==> src/sv/latency_stats_histogram_macros.svh <==
// ----------------------------------------------------------------------------
// Latency statistics histogram assertion macros
// Shared concurrent assertion forms, clocked on the rising edge and
// disabled while reset is asserted.
// ----------------------------------------------------------------------------
`ifndef LATENCY_STATS_HISTOGRAM_MACROS_SVH
`define LATENCY_STATS_HISTOGRAM_MACROS_SVH

// Check that the consequent holds in the same cycle as the antecedent
`define LSH_ASSERT_IMPL(label, clk, rst_n, ante, cons) \
    label: assert property (@(posedge clk) disable iff (!(rst_n)) \
        (ante) |-> (cons)) else $error("same-cycle check failed");

// Check that the consequent holds in the cycle after the antecedent
`define LSH_ASSERT_NEXT(label, clk, rst_n, ante, cons) \
    label: assert property (@(posedge clk) disable iff (!(rst_n)) \
        (ante) |=> (cons)) else $error("next-cycle check failed");

`endif

==> src/sv/lsh_pkg.sv <==
// ----------------------------------------------------------------------------
// Latency statistics histogram package
// Command codes, bin edges, transaction payload types and queue sizing.
// ----------------------------------------------------------------------------
package lsh_pkg;

    // Histogram geometry
    localparam int NUM_BINS  = 10;
    localparam int C_BIN_W   = 4;
    localparam int C_IDX_W   = (NUM_BINS > 1) ? $clog2(NUM_BINS) : 1;

    // Decoupling queue sizing
    localparam int C_Q_DEPTH = 2;
    localparam int C_Q_PTR_W = (C_Q_DEPTH > 1) ? $clog2(C_Q_DEPTH) : 1;
    localparam int C_Q_CNT_W = $clog2(C_Q_DEPTH + 1);

    // Upper bin edges in microseconds; the last bin always takes the rest
    localparam logic [31:0] C_EDGE [16] = '{
        32'd50, 32'd100, 32'd200, 32'd500, 32'd1000, 32'd2000, 32'd5000,
        32'd20000, 32'd100000, 32'hFFFF_FFFF, 32'hFFFF_FFFF, 32'hFFFF_FFFF,
        32'hFFFF_FFFF, 32'hFFFF_FFFF, 32'hFFFF_FFFF, 32'hFFFF_FFFF
    };

    typedef enum logic [1:0] {
        CMD_ADD   = 2'd0,
        CMD_CLEAR = 2'd1,
        CMD_READ  = 2'd2,
        CMD_NONE  = 2'd3
    } t_cmd;

    // Input transaction
    typedef struct packed {
        t_cmd         command;
        logic [31:0]  sample;
        logic [3:0]   bin_select;
    } t_in;

    // Result transaction
    typedef struct packed {
        logic [31:0]  sample_count;
        logic [31:0]  min_value;
        logic [31:0]  max_value;
        logic [63:0]  sample_sum;
        logic [3:0]   bin_index;
        logic [31:0]  bin_count;
    } t_out;

    // Classified work item passed from front end to back end
    typedef struct packed {
        t_cmd                 op;
        logic [31:0]          sample;
        logic [C_BIN_W-1:0]   bin;
        logic                 bin_ok;
    } t_work;

    // Queue status seen by both ends
    typedef struct packed {
        logic full;
        logic empty;
    } t_q_stat;

endpackage

==> src/sv/lsh_front.sv <==
// ----------------------------------------------------------------------------
// Latency statistics histogram front end
// Accepts input transactions, finds the histogram bin of a sample and
// pushes a classified work item into the queue.
// ----------------------------------------------------------------------------
module lsh_front (
    input  lsh_pkg::t_in     i_in,
    input  logic             i_in_valid,
    output logic             o_in_ready,
    input  lsh_pkg::t_q_stat i_q_stat,
    output logic             o_push,
    output lsh_pkg::t_work   o_work
);
    import lsh_pkg::*;

    logic [C_BIN_W-1:0] w_add_bin;

    // Accept whenever the queue has room
    assign o_in_ready = !i_q_stat.full;
    assign o_push     = i_in_valid && !i_q_stat.full;

    // Find the first bin whose upper edge covers the sample
    always_comb begin
        w_add_bin = C_BIN_W'(NUM_BINS - 1);
        for (int i = NUM_BINS - 2; i >= 0; i--) begin
            if (i_in.sample <= C_EDGE[i]) begin
                w_add_bin = C_BIN_W'(i);
            end
        end
    end

    // Build the work item for the back end
    always_comb begin
        o_work.op     = i_in.command;
        o_work.sample = i_in.sample;
        o_work.bin    = '0;
        o_work.bin_ok = 1'b0;
        unique case (i_in.command)
            CMD_ADD: begin
                o_work.bin    = w_add_bin;
                o_work.bin_ok = 1'b1;
            end
            CMD_READ: begin
                o_work.bin    = i_in.bin_select;
                o_work.bin_ok = (int'(i_in.bin_select) < NUM_BINS);
            end
            CMD_CLEAR, CMD_NONE: begin
                o_work.bin    = '0;
                o_work.bin_ok = 1'b0;
            end
            default: begin
                o_work.bin    = '0;
                o_work.bin_ok = 1'b0;
            end
        endcase
    end

endmodule

==> src/sv/lsh_queue.sv <==
// ----------------------------------------------------------------------------
// Latency statistics histogram work queue
// Short FIFO of classified work items between the front and back ends.
// ----------------------------------------------------------------------------
module lsh_queue (
    input  logic             i_clk,
    input  logic             i_rst_n,
    input  logic             i_push,
    input  lsh_pkg::t_work   i_work,
    input  logic             i_pop,
    output lsh_pkg::t_work   o_work,
    output lsh_pkg::t_q_stat o_stat
);
    import lsh_pkg::*;

    t_work                r_slot [C_Q_DEPTH];
    logic [C_Q_PTR_W-1:0] r_wr_ptr;
    logic [C_Q_PTR_W-1:0] r_rd_ptr;
    logic [C_Q_CNT_W-1:0] r_cnt;
    logic [C_Q_PTR_W-1:0] n_wr_ptr;
    logic [C_Q_PTR_W-1:0] n_rd_ptr;
    logic [C_Q_CNT_W-1:0] n_cnt;

    assign o_stat.full  = (r_cnt == C_Q_CNT_W'(C_Q_DEPTH));
    assign o_stat.empty = (r_cnt == '0);
    assign o_work       = r_slot[r_rd_ptr];

    // Advance pointers and occupancy
    always_comb begin
        n_wr_ptr = r_wr_ptr;
        n_rd_ptr = r_rd_ptr;
        n_cnt    = r_cnt;
        if (i_push) begin
            n_wr_ptr = (r_wr_ptr == C_Q_PTR_W'(C_Q_DEPTH - 1)) ? '0 : r_wr_ptr + 1'b1;
        end
        if (i_pop) begin
            n_rd_ptr = (r_rd_ptr == C_Q_PTR_W'(C_Q_DEPTH - 1)) ? '0 : r_rd_ptr + 1'b1;
        end
        priority if (i_push && !i_pop) begin
            n_cnt = r_cnt + 1'b1;
        end else if (i_pop && !i_push) begin
            n_cnt = r_cnt - 1'b1;
        end else begin
            n_cnt = r_cnt;
        end
    end

    always_ff @(posedge i_clk) begin
        if (!i_rst_n) begin
            r_wr_ptr <= '0;
            r_rd_ptr <= '0;
            r_cnt    <= '0;
        end else begin
            r_wr_ptr <= n_wr_ptr;
            r_rd_ptr <= n_rd_ptr;
            r_cnt    <= n_cnt;
        end
    end

    // Store the incoming work item
    always_ff @(posedge i_clk) begin
        if (i_push) begin
            r_slot[r_wr_ptr] <= i_work;
        end
    end

endmodule

==> src/sv/lsh_back.sv <==
// ----------------------------------------------------------------------------
// Latency statistics histogram back end
// Pops work items, updates count, minimum, maximum, sum and bin counters,
// and holds each result in an output register until it is taken.
// ----------------------------------------------------------------------------
module lsh_back (
    input  logic           i_clk,
    input  logic           i_rst_n,
    input  lsh_pkg::t_work i_work,
    input  logic           i_q_empty,
    output logic           o_pop,
    output lsh_pkg::t_out  o_out,
    output logic           o_out_valid,
    input  logic           i_out_ready
);
    import lsh_pkg::*;

    logic [31:0]        r_count;
    logic [31:0]        r_min;
    logic [31:0]        r_max;
    logic [63:0]        r_sum;
    logic [31:0]        r_bins [NUM_BINS];
    t_out               r_out;
    logic               r_out_valid;

    logic [31:0]        n_count;
    logic [31:0]        n_min;
    logic [31:0]        n_max;
    logic [63:0]        n_sum;
    t_out               n_out;
    logic [C_IDX_W-1:0] w_idx;
    logic [31:0]        w_bin_rd;
    logic [31:0]        w_bin_inc;

    // Pop when the output register is free or being drained
    assign o_pop       = !i_q_empty && (!r_out_valid || i_out_ready);
    assign o_out       = r_out;
    assign o_out_valid = r_out_valid;

    assign w_idx     = i_work.bin[C_IDX_W-1:0];
    assign w_bin_rd  = r_bins[w_idx];
    assign w_bin_inc = w_bin_rd + 32'd1;

    // Compute next statistics and the result
    always_comb begin
        n_count = r_count;
        n_min   = r_min;
        n_max   = r_max;
        n_sum   = r_sum;
        n_out.bin_index = '0;
        n_out.bin_count = '0;
        unique case (i_work.op)
            CMD_ADD: begin
                n_count = r_count + 32'd1;
                n_sum   = r_sum + {32'd0, i_work.sample};
                n_min   = (i_work.sample < r_min) ? i_work.sample : r_min;
                n_max   = (i_work.sample > r_max) ? i_work.sample : r_max;
                n_out.bin_index = i_work.bin;
                n_out.bin_count = w_bin_inc;
            end
            CMD_CLEAR: begin
                n_count = '0;
                n_min   = '1;
                n_max   = '0;
                n_sum   = '0;
            end
            CMD_READ: begin
                n_out.bin_index = i_work.bin;
                n_out.bin_count = i_work.bin_ok ? w_bin_rd : 32'd0;
            end
            CMD_NONE: begin
                n_out.bin_index = '0;
            end
            default: begin
                n_out.bin_index = '0;
            end
        endcase
        n_out.sample_count = n_count;
        n_out.min_value    = n_min;
        n_out.max_value    = n_max;
        n_out.sample_sum   = n_sum;
    end

    // Update running statistics
    always_ff @(posedge i_clk) begin
        if (!i_rst_n) begin
            r_count <= '0;
            r_min   <= '1;
            r_max   <= '0;
            r_sum   <= '0;
        end else if (o_pop) begin
            r_count <= n_count;
            r_min   <= n_min;
            r_max   <= n_max;
            r_sum   <= n_sum;
        end
    end

    // Update histogram bins: clear all, or bump the hit bin
    always_ff @(posedge i_clk) begin
        if (!i_rst_n) begin
            for (int i = 0; i < NUM_BINS; i++) begin
                r_bins[i] <= '0;
            end
        end else if (o_pop && (i_work.op == CMD_CLEAR)) begin
            for (int i = 0; i < NUM_BINS; i++) begin
                r_bins[i] <= '0;
            end
        end else if (o_pop && (i_work.op == CMD_ADD)) begin
            r_bins[w_idx] <= w_bin_inc;
        end
    end

    // Hold the result until the consumer takes it
    always_ff @(posedge i_clk) begin
        if (!i_rst_n) begin
            r_out_valid <= 1'b0;
        end else if (o_pop) begin
            r_out_valid <= 1'b1;
        end else if (i_out_ready) begin
            r_out_valid <= 1'b0;
        end
    end

    always_ff @(posedge i_clk) begin
        if (o_pop) begin
            r_out <= n_out;
        end
    end

endmodule

==> src/sv/latency_stats_histogram.sv <==
// Path: an accepted transaction is written into the two-entry work queue; when
//   the back end pops it, its result is registered in the output register.
// Throughput: one transaction per cycle while i_ready is high, set by the back-end
//   update (64-bit sum add, min/max compares, one bin counter increment).
// Reset: synchronous, active low; statistics return to their cleared values,
//   the work queue and output register are emptied.
// ----------------------------------------------------------------------------
// Latency statistics histogram
// Min/max/sum/count accumulator with a ten-bin fixed-edge histogram; front
// end classifies, a two-entry queue decouples, back end updates and reports.
// ----------------------------------------------------------------------------
`include "latency_stats_histogram_macros.svh"

module latency_stats_histogram (
    input  logic          i_clk,
    input  logic          i_rst_n,
    input  logic          i_valid,
    output logic          o_ready,
    input  lsh_pkg::t_in  i_data,
    output logic          o_valid,
    input  logic          i_ready,
    output lsh_pkg::t_out o_data
);
    import lsh_pkg::*;

    logic    w_push;
    logic    w_pop;
    t_work   w_front_work;
    t_work   w_head_work;
    t_q_stat w_q_stat;
    logic    w_stats_live;
    logic    w_bin_live;

    // Classify incoming transactions
    lsh_front u_front (
        .i_in       (i_data),
        .i_in_valid (i_valid),
        .o_in_ready (o_ready),
        .i_q_stat   (w_q_stat),
        .o_push     (w_push),
        .o_work     (w_front_work)
    );

    // Decouple front and back ends
    lsh_queue u_queue (
        .i_clk   (i_clk),
        .i_rst_n (i_rst_n),
        .i_push  (w_push),
        .i_work  (w_front_work),
        .i_pop   (w_pop),
        .o_work  (w_head_work),
        .o_stat  (w_q_stat)
    );

    // Update statistics and present results
    lsh_back u_back (
        .i_clk       (i_clk),
        .i_rst_n     (i_rst_n),
        .i_work      (w_head_work),
        .i_q_empty   (w_q_stat.empty),
        .o_pop       (w_pop),
        .o_out       (o_data),
        .o_out_valid (o_valid),
        .i_out_ready (i_ready)
    );

    // Qualify results that carry samples or a nonzero bin count
    assign w_stats_live = o_valid && (o_data.sample_count != 32'd0);
    assign w_bin_live   = o_valid && (o_data.bin_count != 32'd0);

    `LSH_ASSERT_IMPL(a_no_push_full, i_clk, i_rst_n, w_push, !w_q_stat.full)
    `LSH_ASSERT_IMPL(a_no_pop_empty, i_clk, i_rst_n, w_pop, !w_q_stat.empty)
    `LSH_ASSERT_IMPL(a_min_le_max, i_clk, i_rst_n, w_stats_live, o_data.min_value <= o_data.max_value)
    `LSH_ASSERT_IMPL(a_bin_in_range, i_clk, i_rst_n, w_bin_live, int'(o_data.bin_index) < NUM_BINS)

endmodule

==> config.mk <==
export PLATFORM = sky130hd
export DESIGN_NAME = latency_stats_histogram
export DESIGN_NICKNAME = d
export VERILOG_FILES = /design/src/sv/lsh_pkg.sv /design/src/sv/lsh_front.sv /design/src/sv/lsh_queue.sv /design/src/sv/lsh_back.sv /design/src/sv/latency_stats_histogram.sv
export VERILOG_INCLUDE_DIRS = /design/src /design/src/sv
export SDC_FILE = /design/constraint.sdc
export NUM_CORES = 2
export LEC_CHECK = 0
export ABC_CLOCK_PERIOD_IN_PS = 17400
export BUFFER_PORTS_ARGS = -buffer_cell sky130_fd_sc_hd__clkbuf_2
export CORE_UTILIZATION = 25
export CTS_CLUSTER_SIZE = 12
export DETAILED_ROUTE_END_ITERATION = 7
export HOLD_SLACK_MARGIN = 0.05
export SLEW_MARGIN = 40
export SYNTH_ARGS = -nofsm -noshare
export SYNTH_HDL_FRONTEND = slang
export SYNTH_HIERARCHICAL = 1
export SYNTH_SLANG_ARGS = --single-unit
==> constraint.sdc <==
create_clock -name i_clk -period 17.4 [get_ports i_clk]
set_clock_uncertainty 0.15 [all_clocks]
set_input_delay 1.74 -clock i_clk [delete_from_list [all_inputs] [get_ports i_clk]]
set_output_delay 1.74 -clock i_clk [all_outputs]
set_load 0.005 [all_outputs]
==> results.md <==
- Post-layout minimum cycle time: between 5000 and 6000 ps
- CTS Sinks: between 900 and 1000
- Reg2Reg Depth: 13
- Cell with the most instances after synthesis: edfxtp_1
- Initial antenna violation count: 1
- Die Y-Extent: between 400 and 500 µm
- CTS tree: yes
- Drt drc: 0
- Final Total Pwr: 8.161 mW
- Routed vias/inst: around 4.8
- Ratio of cells with drive above 1 in the final layout: 0.2045
- IO buf count: 239
- First-pass GRT wire length: around 190 mm
- Total iterations of the first detailed-routing run: 6
- Run status: completed
- CP Capture Type: flip-flop
- Number of core rows: approximately 150
- Final setup viols: 0
- Max Slew Vio Count: 0
- RSZ-0062 raised after global routing: no
- Mapped Area: 43450 µm²
- Post-synth EDFFs: between 700 and 800
- DP HPWL: 82.95 mm
- HP Class: reg2reg
- Drt initial violations: 2706
- Drt total wl: roughly 130 mm
- Post-CTS Setup Repair Bufs: 0
- Pin count of the biggest net entering global routing: about 90
- MaxCap Viol Count: 0
- Synthesized net count: about 3500
- CTS H-tree lvls: 3
- Crit path DAT: around 6000 ps
- Highest ir drop seen on vdd: 91.82 µV
- Die X: 418.9 µm
- Post-CTS resize count: 0
- Antenna-violating nets left: 0
- Relative slew slack: 0.3585
- Crit Path Max Fanout: 58
- Area share of the largest cell type after synthesis: 0.5433
- Hold Buf Count CTS: 0
- Post-Place Cells: ~5700
- Flops & latches, synth: 952
- Routed via count: 28550
- Worst slew pin tran: 962.3 ps
- Clk buf depth: 3
- Critical Path RT: 17650 ps
- CTS clk-pin slew, worst paths: ~60 ps
- Mapped Cells: about 3400
- Final setup TNS: 0 ps
- Cell variety after synth: 95
- Clock Tree Root: clkbuf_16
- FMAX: about 170 MHz
- P&R area growth vs syn: 16.13%
- Die area: 175500 µm²
- Global route overflow: 0
- Routability cong.: 0.8339
- Core box area: approximately 170000 µm²
- Post-synth top area cell: edfxtp_1
- Vias in the first global route: about 28000
- Top post-synthesis cells by area: edfxtp_1, dfxtp_1, mux4_2
- Critical path type: reg2reg
- Number of synthesis warnings: 6
- Post-synth ARST share: 0
- Lkg Pwr: about 18 nW
- Seq/Total Area, Yosys: 0.6197
- Hold path depth: 2
- CP Launch Type: flip-flop
- Hold Slack: ~330 ps
- Clk Latency, worst-skew pair: ~700 ps
- Worst setup margin: approximately 12000 ps
- Final #Nets: about 3700
- Post-Place Worst Slack: approximately 11000 ps
- Final instance count without filler cells: roughly 5900
- Power Dens Cells: about 160 nW/µm²
- # IOs: 240
- Most instantiated cells after synthesis: edfxtp_1, nor2_1, nand2_1
- Final Cycle Share: 0.3354
- Synth Area per Inst: ~13 µm²
- Initial Utilization: 0.2524
- Predominant post-synthesis flop cell: edfxtp_1
- Total CTS buffers: roughly 100
- Total GRT Usage: 0.1440
- Fin. Hold Viols: 0
- Routed wire per std cell: approximately 22 µm
- ANT cells: 0
-- state kept, by name (all words and copies together), names as in the netlist, named ones only --
name,flops
u_back/o_out,196
u_back/o_out_valid,1
u_back/r_bins,512
u_back/r_count,32
u_back/r_max,32
u_back/r_min,32
u_back/r_sum,64
u_queue/r_cnt,2
u_queue/r_rd_ptr,1
u_queue/r_slot,78
u_queue/r_wr_ptr,1
-- path summary, 6_finish.rpt --
check,end,from,slack (ps)
hold / removal,u_back/r_sum[0],u_back/r_sum[0],330
setup / recovery,u_back/r_bins[14][28],flip-flop,11560
hold reg to reg,u_back/r_sum[0],u_back/r_sum[0],330
setup reg to reg,u_back/r_bins[14][28],flip-flop,11560
-- stage by stage --
step / utilization / cell area, µm²
after global placement: 0.2723 / 46870
after floorplan: - / 43450
after global routing: 0.2932 / 50460
after detailed placement: 0.2734 / 47050
final: 0.2932 / 50460
after CTS: 0.2925 / 50350
-- critical path, cell delays in order, from the launching register on --
cell and delay, ps:
dfxtp_2 330, mux2_8 580, buf_4 620, buf_4 640
mux4_2 320, a22o_1 150, a221oi_1 60, clkbuf_2 220
nor4_2 490, nand3_1 210, nor3_4 500, nand4_1 190
xor2_1 690, inv_1 240
-- power by group --
part	switching [mW]	internal [mW]	leakage, nW
clock network	0.910	1.26	1.60
logic	1.79	0.882	7.31
registers	0.206	3.11	9.06
-- final cells by class --
type | instances | area, µm²
clock inverter | 42 | 506.7
sequential | 952 | 26930
fill | 17260 | 121700
timing repair buffer | 315 | 1798
multi-input combinational | 2027 | 15090
clock buffer | 141 | 2793
tap | 2310 | 2890
inverter | 118 | 450.4
-- cell usage in the layout, fill, tap and decap left out, types with 16 or more instances in the layout --
cell type / count
inv_1: 110
o211ai_1: 43
and2_1: 22
nand4_1: 52
clkbuf_1: 33
a22oi_1: 23
or3_1: 21
nor2_1: 460
edfxtp_1: 786
or4_1: 16
nor3_1: 42
a21o_1: 35
xnor2_1: 49
o22a_1: 32
nand3_1: 53
nor4_1: 20
ha_1: 98
mux2_2: 36
dfxtp_1: 165
a21oi_1: 103
nand2_1: 248
o22ai_1: 19
clkbuf_2: 242
a22o_1: 98
clkbuf_16: 105
mux4_2: 124
xor2_1: 47
buf_4: 68
nor2_2: 21
o21ai_0: 97
-- layer usage --
| layer | vias up | part of all wire | GRT usage |
|---|---|---|---|
| met5 | - | 0.00013 | 0 |
| met4 | 2 | 0.028 | 0.04725 |
| met3 | 168 | 0.060 | 0.02056 |
| met2 | 997 | 0.50 | 0.2475 |
| met1 | 14550 | 0.41 | 0.1850 |
| li1 | 12840 | - | - |
-- logic make-up (layout without fill, tap and decap cells) --
group,count (synthesis),count (layout),share of synthesized area
AND/OR/NAND/NOR,1059,1059,0.1121
multiplexers,176,176,0.08075
adder cells (fa/ha/maj),99,99,0.02868
flip-flops,952,952,0.6197
AO/OA/AOI/OAI,573,573,0.09276
XOR/XNOR,120,120,0.02488
buffers and inverters,381,616,0.04112
Power figures use the tool's default switching activity.
